==> src/sv/mbet_pkg.sv <==
`timescale 1ns / 1ps
`default_nettype none

package mbet_pkg;

  // Field widths of the streams.
  localparam int COORD_W    = 10;
  localparam int COUNT_W    = 12;
  localparam int IN_TDATA_W = 24;
  localparam int OUT_TDATA_W = 40;

  // Fixed point: Q4.28 coordinates, Q8.56 products.
  localparam int FRAC_BITS = 28;
  localparam int STEP_W    = 31;
  localparam int CTR_W     = 32;
  localparam int ZS_W      = 32;
  localparam int PROD_W    = 64;
  localparam logic [PROD_W-1:0] LIMIT_Q856 = 64'h0400_0000_0000_0000;
  localparam logic [ZS_W-1:0]   MIN_Q428   = 32'h8000_0000;

  // Configuration port.
  localparam int CFG_AW = 4;
  localparam int CFG_DW = 32;

  typedef enum logic [1:0] {
    REG_PIXEL_STEP  = 2'd0,
    REG_CENTER_REAL = 2'd1,
    REG_CENTER_IMAG = 2'd2,
    REG_MAX_ITER    = 2'd3
  } reg_idx_t;

  // Coordinate queue between the mapper and the iterator.
  localparam int QDEPTH = 2;
  localparam int QAW    = 1;

  // Settings the coordinate mapper needs.
  typedef struct packed {
    logic [STEP_W-1:0]       step;
    logic signed [CTR_W-1:0] center_re;
    logic signed [CTR_W-1:0] center_im;
  } map_cfg_t;

  // One finished pixel, last field in the low bits.
  typedef struct packed {
    logic               escaped;
    logic [COUNT_W-1:0] count;
    logic [COORD_W-1:0] y;
    logic [COORD_W-1:0] x;
  } result_t;

endpackage

`default_nettype wire

==> src/sv/mbet_map.sv <==
`timescale 1ns / 1ps
`default_nettype none

module mbet_map #(
  parameter int IMAGE_WIDTH  = 1024,
  parameter int IMAGE_HEIGHT = 1024,
  parameter int HPW          = 12,
  parameter int CW           = 44
) (
  input  logic                                  clk,
  input  logic                                  rst_n,
  input  mbet_pkg::map_cfg_t                    cfg,
  input  logic                                  in_tvalid,
  output logic                                  in_tready,
  input  logic [mbet_pkg::IN_TDATA_W-1:0]       in_tdata,
  output logic                                  q_push,
  output logic [2*mbet_pkg::COORD_W+2*CW-1:0]   q_data,
  input  logic                                  q_full
);

  logic [mbet_pkg::COORD_W-1:0] px;
  logic [mbet_pkg::COORD_W-1:0] py;
  logic signed [HPW-1:0]        half_x;
  logic signed [HPW-1:0]        half_y;
  logic signed [mbet_pkg::CTR_W-1:0] step_s;
  logic signed [CW-1:0]         prod_x;
  logic signed [CW-1:0]         prod_y;
  logic signed [CW-1:0]         c_re;
  logic signed [CW-1:0]         c_im;

  logic                         fv_r;
  logic [mbet_pkg::COORD_W-1:0] fx_r;
  logic [mbet_pkg::COORD_W-1:0] fy_r;
  logic signed [CW-1:0]         prx_r;
  logic signed [CW-1:0]         pry_r;
  logic                         accept;

  assign px = in_tdata[mbet_pkg::COORD_W-1:0];
  assign py = in_tdata[2*mbet_pkg::COORD_W-1:mbet_pkg::COORD_W];

  // Offset from the image center in half pixels: 2*p - size.
  assign half_x = HPW'({px, 1'b0}) - HPW'(IMAGE_WIDTH);
  assign half_y = HPW'({py, 1'b0}) - HPW'(IMAGE_HEIGHT);
  assign step_s = {1'b0, cfg.step};
  assign prod_x = half_x * step_s;
  assign prod_y = half_y * step_s;

  assign q_push    = fv_r && !q_full;
  assign in_tready = !fv_r || !q_full;
  assign accept    = in_tvalid && in_tready;

  // Halve the product (floor) and add the center.
  assign c_re = $signed({{(CW - mbet_pkg::CTR_W){cfg.center_re[mbet_pkg::CTR_W-1]}},
                         cfg.center_re})
              + (prx_r >>> 1);
  assign c_im = $signed({{(CW - mbet_pkg::CTR_W){cfg.center_im[mbet_pkg::CTR_W-1]}},
                         cfg.center_im})
              + (pry_r >>> 1);
  assign q_data = {c_im, c_re, fy_r, fx_r};

  // Stage occupancy.
  always_ff @(posedge clk) begin
    if (!rst_n) begin
      fv_r <= 1'b0;
    end else if (accept) begin
      fv_r <= 1'b1;
    end else if (q_push) begin
      fv_r <= 1'b0;
    end
  end

  // Stage payload: coordinates and scaled offsets.
  always_ff @(posedge clk) begin
    if (accept) begin
      fx_r  <= px;
      fy_r  <= py;
      prx_r <= prod_x;
      pry_r <= prod_y;
    end
  end

endmodule

`default_nettype wire

==> config.mk <==
export PLATFORM = sky130hd
export DESIGN_NAME = mbet_map
export DESIGN_NICKNAME = d
export VERILOG_FILES = /design/src/sv/mbet_pkg.sv /design/src/sv/mbet_map.sv
export SDC_FILE = /design/constraint.sdc
export NUM_CORES = 2
export LEC_CHECK = 0
export ABC_AREA = 1
export BUFFER_PORTS_ARGS = -buffer_cell sky130_fd_sc_hd__buf_2
export CAP_MARGIN = 30
export CORE_MARGIN = 2
export CORE_UTILIZATION = 25
export CTS_CLUSTER_DIAMETER = 80
export DETAILED_ROUTE_END_ITERATION = 12
export PLACE_DENSITY = 0.5
export SETUP_SLACK_MARGIN = 0.15
export SLEW_MARGIN = 20
export SYNTH_ARGS = -nofsm -noshare
export SYNTH_HDL_FRONTEND = slang
export SYNTH_SLANG_ARGS = --single-unit
==> constraint.sdc <==
create_clock -name clk -period 13.2 [get_ports clk]
set_clock_uncertainty 0.1 [all_clocks]
set_input_delay 0.66 -clock clk [delete_from_list [all_inputs] [get_ports clk]]
set_output_delay 0.66 -clock clk [all_outputs]
set_load 0.01 [all_outputs]
==> impl_metrics.sql <==
INSERT INTO impl_metrics (metric_group, metric, value, unit) VALUES
('status', 'outcome', 'finished, final reports clean', ''),
('floorplanning', 'design.die.area', '0.144', 'mm2'),
('drt', 'vias', '29831', ''),
('sta', 'finalHoldViolations', '0', ''),
('synth', 'synth.yosys.seq_area_share', '9.09', '%'),
('final_layout', 'layout-drive-gt1-share', '6.87', '%'),
('cts', 'clk_pin_slew_worst_paths', '100', 'ps'),
('job', 'maxCapViolations', '0', ''),
('final_layout', 'final_cell_mix', 'nand2_1 (1702), inv_1 (1412), fa_1 (524)', ''),
('cts', 'ctsHoldBuffers', '0', ''),
('floorplanning', 'pin_count', '233', ''),
('sta', 'max-slew-margin-rel', '42.4', '%'),
('final_layout', 'area_growth_syn_to_layout', '9.56', '%'),
('final_layout', 'regArea', '0.00320', 'mm2'),
('drt', 'route.antenna.remaining_nets', '0', ''),
('synth', 'synth.cell_area', '0.0353', 'mm2'),
('synth', 'synth-main-ff-cell', 'edfxtp_1', ''),
('global_route', 'grt_pass1_vias', '30481', ''),
('cts', 'max-clock-path-buffers', '2', ''),
('floorplanning', 'num_rows', '137', ''),
('setup_path', 'buffers_plus_inverters_on_the_worst_setup_path', '5', ''),
('floorplanning', 'chipWidth', '380', 'um'),
('cts', 'cts-resized-gates', '0', ''),
('setup_path', 'cp-end-kind', 'flop', ''),
('cts', 'clockRootBuffer', 'clkbuf_16', ''),
('final_layout', 'count_of_filler_cells_inserted_in_the_layout', '15629', ''),
('final_layout', 'layout.cell_area.non_filler', '0.0386', 'mm2'),
('min_path', 'hold_path_class', 'in -> reg', ''),
('final_layout', 'multi_input_gate_area_in_the_final_layout', '0.0263', 'mm2'),
('cts', 'post_cts_setup_buffer_count', '0', ''),
('sta', 'achievable-frequency', '177', 'MHz'),
('sta', 'worst_slew_pin_slew', '864', 'ps'),
('floorplanning', 'initial_core_util', '25.2', '%'),
('cts', 'tritoncts', 'done', ''),
('sta', 'drv_slew', '0', ''),
('synth', 'synthCells', '5134', ''),
('synth', 'ys_warn_count', '0', ''),
('setup_path', 'worstPathArrival', '5740', 'ps'),
('synth', 'yosys.cell_types.count', '34', ''),
('setup_path', 'timing.critical_path.required', '13280', 'ps'),
('sta', 'rsz0062_at_grt', 'false', ''),
('setup_path', 'worstRegToRegCells', '3', ''),
('setup_path', 'crit_path_max_incr_delay', '610', 'ps'),
('floorplanning', 'fp.dieH', '380', 'um'),
('final_layout', 'finalNonFillerCells', '7133', ''),
('global_route', 'grt_antenna_before_repair', '15', ''),
('final_layout', 'layout.cells.most_common', 'nand2_1', ''),
('synth', 'syn_nets', '6149', ''),
('setup_path', 'timing.critical_path.depth', '21', ''),
('placement', 'routability_cong', '0.880', ''),
('global_route', 'grt_max_degree', '56', ''),
('cts', 'worst_skew_pair.late_latency', '450', 'ps'),
('drt', 'drc_violations_left', '0', ''),
('synth', 'ys_ff_latch', '107', ''),
('cts', 'cts_inserted_buffers', '9', ''),
('placement', 'detailed_place_hpwl', '83.0', 'mm'),
('sta', 'min_period_over_period', '42.9', '%'),
('sta', 'tns', '0', 'ps'),
('setup_path', 'timing.critical_path.slowest_stage_cell', 'buf_2', ''),
('cts', 'clock_sink_count', '107', ''),
('setup_path', 'crit_path_start_kind', 'input pin', ''),
('placement', 'io_buffers', '228', ''),
('drt', 'drt_pass1_iterations', '7', ''),
('global_route', 'gr_overflow_total', '0', ''),
('global_route', 'global_route_wire_length_before_repair', '162', 'mm'),
('drt', 'drt-wirelength-per-cell', '13.7', 'um'),
('setup_path', 'critical_path.cell_chain', 'buf_2 -> nand2_1 -> fa_1 -> fa_1 -> inv_1 -> fa_1 -> fa_1 -> inv_1 -> fa_1 -> inv_1 -> ha_1 -> nand2_1 -> inv_1 -> a21oi_1 -> nand2_1 -> nand2_1 -> nand3_2 -> nand2_1 -> nand2_1 -> nand2_1 -> nand2_1', ''),
('sta', 'period_needed', '5660', 'ps'),
('setup_path', 'timing.critical_path.max_delay_family', 'adder cells', ''),
('setup_path', 'path_max_fanout', '32', ''),
('setup_path', 'path_class', 'in -> reg', '');
==> cell families after synthesis <==
kind of cell,count (synthesis),share of synthesized area (%)
adder cells (fa/ha/maj),892,42.8
buffers and inverters,1547,16.5
flip-flops,107,9.09
XOR/XNOR,96,2.38
AO/OA/AOI/OAI,184,2.76
AND/OR/NAND/NOR,2308,26.5
==> worst reg2reg max path, stage by stage (launching register included) <==
cell     delay, ps
dfxtp_1        360
a21oi_4        110
buf_4          580
buf_4          830
==> per-layer routing <==
layer  track usage (%)  vias up  routed length [um]
li1                  -    15043                   -
met1              18.7    14294               46300
met2              24.2      410               47300
met3              1.57       68                3020
met4              2.37       16                1140
met5                 0        -                  94
==> sequential cells by signal, summed over array words and instances, names as in the netlist <==
signal  cells
fv_r        1
fx_r       10
fy_r       10
prx_r      43
pry_r      43
==> cell usage after synthesis, types with 12 or more instances <==
cell type	n	share of area [%]
fa_1	524	30
o21bai_1	12	0.26
nor2_2	24	0.43
nand3_1	112	1.6
a21oi_1	117	1.7
ha_1	368	13
a31oi_1	16	0.28
clkbuf_1	122	1.3
nor2_1	333	3.5
o21ai_0	38	0.54
nand3_2	29	0.82
nor3_1	30	0.43
nand2_2	41	0.73
nand2_1	1702	18
xor2_1	73	1.8
inv_1	1412	15
xnor2_1	23	0.57
edfxtp_1	106	9.0
==> area by class of cell <==
cell class,count,share of cell area [%]
clock buffer,10,0.593
sequential,107,8.29
tap,1876,6.08
clock inverter,6,0.191
inverter,1419,13.8
multi-input combinational,3480,68.0
antenna,2,0.0130
timing repair buffer,233,3.07
==> metrics by stage <==
step	util, %	worst slack (ps)
after global placement	27.4	6950
after global routing	27.6	7260
after CTS	27.6	7460
final	27.6	7540
after detailed placement	27.4	6970
after floorplan	-	6680
==> path summary, 6_finish.rpt <==
path	startpoint	endpoint
max	in_tdata[12]	pry_r[40]$_DFFE_PP_
min	rst_n	fv_r$_SDFFE_PN0P_
max reg2reg	fv_r$_SDFFE_PN0P_	prx_r[38]$_DFFE_PP_
min reg2reg	fv_r$_SDFFE_PN0P_	fv_r$_SDFFE_PN0P_
Power is not shown: default switching activity piles up to over one toggle a cycle in this logic, so the estimate is an artifact.
