--- src/sv/mbet_pkg.sv ---
`timescale 1ns / 1ps
`default_nettype none

package mbet_pkg;

  // Field widths of the streams.
  localparam int COORD_W    = 10;
  localparam int COUNT_W    = 12;
  localparam int IN_TDATA_W = 24;
  localparam int OUT_TDATA_W = 40;

  // Fixed point: Q4.28 coordinates, Q8.56 products.
  localparam int FRAC_BITS = 28;
  localparam int STEP_W    = 31;
  localparam int CTR_W     = 32;
  localparam int ZS_W      = 32;
  localparam int PROD_W    = 64;
  localparam logic [PROD_W-1:0] LIMIT_Q856 = 64'h0400_0000_0000_0000;
  localparam logic [ZS_W-1:0]   MIN_Q428   = 32'h8000_0000;

  // Configuration port.
  localparam int CFG_AW = 4;
  localparam int CFG_DW = 32;

  typedef enum logic [1:0] {
    REG_PIXEL_STEP  = 2'd0,
    REG_CENTER_REAL = 2'd1,
    REG_CENTER_IMAG = 2'd2,
    REG_MAX_ITER    = 2'd3
  } reg_idx_t;

  // Coordinate queue between the mapper and the iterator.
  localparam int QDEPTH = 2;
  localparam int QAW    = 1;

  // Settings the coordinate mapper needs.
  typedef struct packed {
    logic [STEP_W-1:0]       step;
    logic signed [CTR_W-1:0] center_re;
    logic signed [CTR_W-1:0] center_im;
  } map_cfg_t;

  // One finished pixel, last field in the low bits.
  typedef struct packed {
    logic               escaped;
    logic [COUNT_W-1:0] count;
    logic [COORD_W-1:0] y;
    logic [COORD_W-1:0] x;
  } result_t;

endpackage

`default_nettype wire

--- src/sv/mbet_fifo.sv ---
`timescale 1ns / 1ps
`default_nettype none

module mbet_fifo #(
  parameter int DW = 112
) (
  input  logic          clk,
  input  logic          rst_n,
  input  logic          push,
  input  logic [DW-1:0] wdata,
  output logic          full,
  input  logic          pop,
  output logic          valid,
  output logic [DW-1:0] rdata
);

  logic [DW-1:0]             mem_r [mbet_pkg::QDEPTH];
  logic [mbet_pkg::QAW-1:0]  wr_ptr_r;
  logic [mbet_pkg::QAW-1:0]  rd_ptr_r;
  logic [mbet_pkg::QAW:0]    cnt_r;

  assign full  = (cnt_r == (mbet_pkg::QAW + 1)'(mbet_pkg::QDEPTH));
  assign valid = (cnt_r != '0);
  assign rdata = mem_r[rd_ptr_r];

  // Pointers and fill count.
  always_ff @(posedge clk) begin
    if (!rst_n) begin
      wr_ptr_r <= '0;
      rd_ptr_r <= '0;
      cnt_r    <= '0;
    end else begin
      if (push) begin
        wr_ptr_r <= (wr_ptr_r == mbet_pkg::QAW'(mbet_pkg::QDEPTH - 1)) ? '0
                                                                         : wr_ptr_r + 1'b1;
      end
      if (pop) begin
        rd_ptr_r <= (rd_ptr_r == mbet_pkg::QAW'(mbet_pkg::QDEPTH - 1)) ? '0
                                                                         : rd_ptr_r + 1'b1;
      end
      if (push && !pop) begin
        cnt_r <= cnt_r + 1'b1;
      end else if (pop && !push) begin
        cnt_r <= cnt_r - 1'b1;
      end
    end
  end

  // Entry storage.
  always_ff @(posedge clk) begin
    if (push) begin
      mem_r[wr_ptr_r] <= wdata;
    end
  end

endmodule

`default_nettype wire

--- config.mk ---
export PLATFORM = sky130hd
export DESIGN_NAME = mbet_fifo
export DESIGN_NICKNAME = d
export VERILOG_FILES = /design/src/sv/mbet_pkg.sv /design/src/sv/mbet_fifo.sv
export SDC_FILE = /design/constraint.sdc
export NUM_CORES = 1
export LEC_CHECK = 0
export ABC_AREA = 1
export ABC_CLOCK_PERIOD_IN_PS = 6900
export BUFFER_PORTS_ARGS = -buffer_cell sky130_fd_sc_hd__buf_2
export CORE_ASPECT_RATIO = 1.2
export CORE_MARGIN = 5
export CORE_UTILIZATION = 52
export CTS_CLUSTER_DIAMETER = 40
export DETAILED_ROUTE_END_ITERATION = 8
export HOLD_SLACK_MARGIN = 0.15
export PLACE_DENSITY = 0.79
export SYNTH_ARGS = -nofsm -noshare
export SYNTH_HDL_FRONTEND = slang
export SYNTH_SLANG_ARGS = --single-unit
--- constraint.sdc ---
create_clock -name clk -period 6.9 [get_ports clk]
set_input_delay 1.035 -clock clk [delete_from_list [all_inputs] [get_ports clk]]
set_output_delay 1.035 -clock clk [all_outputs]
set_load 0.02 [all_outputs]
==> qor.yml, run 1 <==
clkSinkCount: 229
synth_seq_cells: 229
hold_viol_final: 0
grt_max_degree: 81
antenna_cells: 0
htreeDepth: 1
cts_setup_buffers: 0
finalNetCount: 750
fin_setup_tns_ns: 0
pin_count: 230
cpPeakStageDelay_ns: 0.83
cp_data_arrival_time_ns: 2.69
peakVddDrop_mv: 0.2222
vias: 4320
dp_cells: 812
via_per_inst: 5.017
yosysWarnings: 0
grt_pass1_vias: 4813
drv_cap: 0
drt-initial-drc-count: 202
rows: 50
antenna_found_initial: 1
gp_congestion: 0.7666
period_share_pct: 54.02
dieArea_um2: 18660
portBuffers: 229
drive_gt1_share_pct: 59.72
layout_common_cells: "buf_2 (229), edfxtp_1 (224), mux2_2 (112)"
cp_data_required_time_ns: 5.86
grtUsageTotal_pct: 16.16
timing.reg2reg.setup_slack_ns: 4.70
path_class: "flip-flop to output port"
die_w_um: 125.5
drt_pre_antenna_iters: 5
stdcell_area_um2: 10550
rsz0062_at_grt: "no"
p_leak_nw: 4.014
clk_path_buf_depth: 3
status: "finished clean"
cp-end-kind: "output port"
fp.dieH_um: 148.6
cp.buffers_inverters: 2
cp-start-kind: "flip-flop"
critPathMaxFanout: 80
wl_per_cell_um: 18.05
insertion_delay_ns: 0.50
worstPathCellList: "buf_4, mux2_2, buf_2"
layout_commonest_cell: "buf_2"
crit_slowest_cell: "buf_4"
hpwl_um: 10400
ctsHoldBuffers: 0
relSlewSlack_pct: 28.79
fillers: 1077
syn_area_um2: 8328
drt-total-wl_um: 15540
min_path_type: "flip-flop to flip-flop"
cts-root-buf: "clkbuf_16"
drc: 0
numCtsBuffers: 27
cpLargestDelayFamily: "buffers and inverters"
cts.reportedPaths.clkPinSlew_ns: 0.06
grt_pass1_wl_um: 23980
cts_resized: 0
drtAntennaViolNets: 0
ys_types: 14
setup_violations: 0
skew_ns: 0.005851
dpl_cell_area_um2: 9666
fin_crit_ns: 3.728
syn-num-nets: 500
avgSynthCellArea_um2: 21.74
syn_to_final_growth_pct: 26.71
cts_tree: "built"
instances_no_fill: 861
maxSlewViolCount: 0
synth-seq-area-share_pct: 81.97
globalRouteOverflowTotal: 0
syn_inst: 383
core_area_um2: 15700
fmax_mhz: 268.3
tightestPinTransition_ns: 1.068
p_per_area_nw_per_um2: 315.1
initial_core_util_pct: 53.04
==> layer usage <==
layer  share of wire, %  vias to the layer above  GRT usage, %
met4                3.0                        2         5.694
met3                9.0                       41         5.460
met2                 51                      177         28.43
met1                 36                     2098         18.48
li1                   -                     2002             -
met5              0.045                        -             0
==> worst register-to-register path: cells and delay by family, from the launching register on <==
family	cells	cell delay, ns
buffers and inverters	2	1.26
flip-flops	1	0.39
AND/OR/NAND/NOR	1	0.13
==> Yosys cell counts, drive strengths merged <==
| master | n | area [µm²] |
|---|---|---|
| edfxtp | 224 | 6726 |
| mux2 | 112 | 1261 |
| buf | 12 | 112.6 |
| nand2 | 9 | 33.78 |
| inv | 8 | 30.03 |
| nor2 | 8 | 30.03 |
| dfxtp | 5 | 100.1 |
| a21oi | 1 | 5.000 |
| ha | 1 | 12.51 |
| nand3 | 1 | 5.000 |
| nand4 | 1 | 6.260 |
| o21ai | 1 | 5.000 |
==> power by group <==
part / switching [W] / internal [W]
logic: 0.000190 / 0.000126
clock network: 0.000537 / 0.000840
registers: 0.0000213 / 0.00161
total: 0.000748 / 0.00258
==> worst paths after layout <==
check,cells past startpoint,to,from
hold reg to reg,2,rd_ptr_r,rd_ptr_r
setup / recovery,3,rdata[5],flip-flop
hold / removal,2,rd_ptr_r,rd_ptr_r
setup reg to reg,3,mem_r[1][0],wr_ptr_r
==> cells by family after synthesis <==
kind of cell,Yosys count,synth area share (%)
DFF,229,81.97
muxes,112,15.14
buffers and inverters,20,1.713
and+or+nand+nor,19,0.9014
AOI/OAI and AO/OA,2,0.1201
adders and majority gates,1,0.1502
==> area by class of cell <==
class / instances / area (µm²) / share of cell area (%)
clock buffer: 30 / 686.9 / 6.509
sequential: 229 / 6830 / 64.73
tap: 208 / 260.3 / 2.466
clock inverter: 19 / 200.2 / 1.897
timing repair buffer: 233 / 1176 / 11.15
multi-input combinational: 134 / 1366 / 12.95
inverter: 8 / 32.53 / 0.3083
==> per-stage QoR <==
step                setup slack (ns)  hold slack [ns]  util (%)  power (W)
floorplan                     0.5514           0.4635         -   0.001866
global placement               3.710           0.4817     61.55   0.001970
detailed placement             3.676           0.4961     61.55   0.001983
CTS                            3.122           0.5187     67.20   0.003363
global route                   3.011           0.5442     67.20   0.003456
finish                         3.172           0.5124     67.20   0.003326
==> sequential cells by signal, indices dropped and copies added, names as in the netlist, named ones only <==
name and cells:
wr_ptr_r 1, mem_r 224, rd_ptr_r 1, cnt_r 2
No activity file was read; power rests on OpenSTA's default activity.
==> run 2: changes to the inputs <==
--- a/config.mk
+++ b/config.mk
@@ -6,15 +6,15 @@
 export NUM_CORES = 1
 export LEC_CHECK = 0
 export ABC_AREA = 1
-export ABC_CLOCK_PERIOD_IN_PS = 6900
+export ABC_CLOCK_PERIOD_IN_PS = 3200
 export BUFFER_PORTS_ARGS = -buffer_cell sky130_fd_sc_hd__buf_2
 export CORE_ASPECT_RATIO = 1.2
 export CORE_MARGIN = 5
-export CORE_UTILIZATION = 52
+export CORE_UTILIZATION = 47
 export CTS_CLUSTER_DIAMETER = 40
 export DETAILED_ROUTE_END_ITERATION = 8
 export HOLD_SLACK_MARGIN = 0.15
-export PLACE_DENSITY = 0.79
+export PLACE_DENSITY = 0.76
 export SYNTH_ARGS = -nofsm -noshare
 export SYNTH_HDL_FRONTEND = slang
 export SYNTH_SLANG_ARGS = --single-unit
==> constraint.sdc (replaced) <==
create_clock -name clk -period 3.2 [get_ports clk]
set_input_delay 0.48 -clock clk [delete_from_list [all_inputs] [get_ports clk]]
set_output_delay 0.48 -clock clk [all_outputs]
set_load 0.02 [all_outputs]
==> qor.yml, run 2 (synthesized netlist as in run 1, its figures left out) <==
drtAntennaViolNets: 0  # unchanged
globalRouteOverflowTotal: 0  # unchanged
cts_tree: "built"  # unchanged
cts.reportedPaths.clkPinSlew_ns: 0.06  # about the same
drt-initial-drc-count: 327  # was 202
pwr-share-clk_pct: 41.1  # was 41.4%
p_leak_nw: 4.361  # was 4.014 nW
hpwl_um: 10250  # was 10400 µm
p_int_w: 0.005616  # was 0.002577 W
setup_violations: 0  # unchanged
clkSinkCount: 229  # unchanged
tightestPinTransition_ns: 0.7108  # was 1.068 ns
grt_pass1_wl_um: 27330  # was 23980 µm
drive_gt1_share_pct: 53.63  # was 59.72%
dp_cells: 823  # was 812
min_path_type: "primary input to flip-flop"  # was flip-flop to flip-flop
fp.dieH_um: 155.8  # was 148.6 µm
switchingPower_w: 0.001678  # was 0.0007483 W
status: "finished clean"  # unchanged
cp-end-kind: "output port"  # unchanged
whs_ns: 0.1667  # was 0.5124 ns
core_area_um2: 17510  # was 15700 µm²
peakVddDrop_mv: 0.5215  # was 0.2222 mV
rsz0062_at_grt: "no"  # unchanged
drt_pre_antenna_iters: 4  # was 5
dpl_cell_area_um2: 9711  # was 9666 µm²
stdcell_area_um2: 11420  # was 10550 µm²
reg2reg_depth: 3  # unchanged
drc: 0  # unchanged
relSlewSlack_pct: 52.61  # was 28.79%
htreeDepth: 1  # unchanged
reg.largest.list: "mem_r (224), cnt_r (2)"  # unchanged
clk_path_buf_depth: 3  # unchanged
p_total_w: 0.007294  # was 0.003326 W
drv_cap: 0  # unchanged
wl_per_cell_um: 18.24  # was 18.05 µm
skew_ns: 0.009192  # was 0.005851 ns
fmax_mhz: 400.4
layout_commonest_cell: "buf_2"  # unchanged
rows: 53  # was 50
fin_setup_tns_ns: 0  # unchanged
cts-root-buf: "clkbuf_16"  # unchanged
largest_reg_flops: 224  # unchanged
grt_pass1_vias: 5217  # was 4813
cp-start-kind: "flip-flop"  # unchanged
insertion_delay_ns: 0.51  # was 0.50 ns
layout_common_cells: "buf_2 (229), edfxtp_1 (224), mux2_2 (112)"  # unchanged
die_w_um: 131.5  # was 125.5 µm
maxSlewViolCount: 0  # unchanged
finalNetCount: 829  # was 750
instances_no_fill: 953  # was 861
hold_viol_final: 0  # unchanged
period_share_pct: 78.05
dieArea_um2: 20490  # was 18660 µm²
portBuffers: 229  # unchanged
cp_data_required_time_ns: 2.72  # was 5.86 ns
critPathMaxFanout: 112  # was 80
antenna_found_initial: 2  # was 1
grt_max_degree: 113  # was 81
syn_to_final_growth_pct: 37.14  # was 26.71%
path_class: "flip-flop to output port"  # unchanged
initial_core_util_pct: 47.57  # was 53.04%
gp_congestion: 0.7255  # was 0.7666
pin_count: 230  # unchanged
seqPwrFrac_pct: 48.1  # was 49.1%
vias: 4669  # was 4320
via_per_inst: 4.899  # was 5.017
cts_setup_buffers: 0  # unchanged
grtUsageTotal_pct: 16.44  # was 16.16%
drt-total-wl_um: 17380  # was 15540 µm
numCtsBuffers: 26  # was 27
fin_crit_ns: 2.498
p_sw_share_pct: 23.00  # was 22.50%
cp_data_arrival_time_ns: 2.02  # was 2.69 ns
cts_resized: 0  # unchanged
top_register: "mem_r"  # unchanged
p_per_area_nw_per_um2: 638.6  # was 315.1 nW/µm²
pwr-share-comb_pct: 10.8  # was 9.5%
min_path_cells: 1  # was 2
## run 2: changes by cell type in the layout (fill, tap and decap cells not counted)
cell / delta
buf_12: +3
buf_4: -4
clkbuf_1: -3
clkinv_1: -2
clkinv_4: +5
clkinv_8: +1
diode_2: +2
dlygate4sd3_1: +81
inv_8: -3
## run 2: final cells by class
cell class,instances,area (µm²)
Tap cell,220,275.3
Clock inverter,20,219.0
Timing Repair Buffer,313,2017
Multi-Input combinational cell,134,1366
Inverter,8,32.53
Clock buffer,27,675.6
Sequential cell,229,6830
Antenna cell,2,5.005
Fill cell,1204,6086
## run 2: layer usage
| layer | vias up | GRT usage (%) | routed length, µm |
|---|---|---|---|
| li1 | 2166 | - | - |
| met1 | 2262 | 19.35 | 6383 |
| met2 | 200 | 29.16 | 9155 |
| met3 | 37 | 5.032 | 1457 |
| met4 | 4 | 4.998 | 363 |
| met5 | - | 0 | 21 |
## run 2: critical path: stages (launching register included)
cell	delay (ns)
dfxtp_4	0.35
buf_12	0.37
mux2_2	0.43
buf_2	0.16
## run 2: repair_timing
| action | CTS | global route |
|---|---|---|
| endpoints found under the hold margin | 160 | 0 |
| hold buffers | 81 | 0 |
| endpoints found under the setup margin | 0 | 0 |
## run 2: metrics by stage
step / util [%] / setup slack (ns)
floorplan: - / 0.01328
global placement: 55.47 / 1.301
detailed placement: 55.47 / 1.282
CTS: 65.21 / 0.7324
global route: 65.21 / 0.6705
finish: 65.24 / 0.7023
## run 2: power groups by stage
| stage | logic [W] | registers, W | clock network, W |
|---|---|---|---|
| 6_report | 0.000786 | 0.00351 | 0.00300 |
| 5_1_grt | 0.000840 | 0.00352 | 0.00319 |
| 4_1_cts | 0.000791 | 0.00351 | 0.00305 |
| 3_5_place_dp | 0.000707 | 0.00357 | 0 |
| 3_3_place_gp | 0.000693 | 0.00356 | 0 |
| 2_1_floorplan | 0.000445 | 0.00357 | 0 |
## run 2: final timing paths
check                  from            to  slack (ns)
setup / recovery  flip-flop     rdata[47]        0.70
hold / removal    wdata[27]  mem_r[0][27]        0.17
setup reg to reg   wr_ptr_r  mem_r[1][34]        1.71
hold reg to reg    rd_ptr_r      rd_ptr_r        0.52
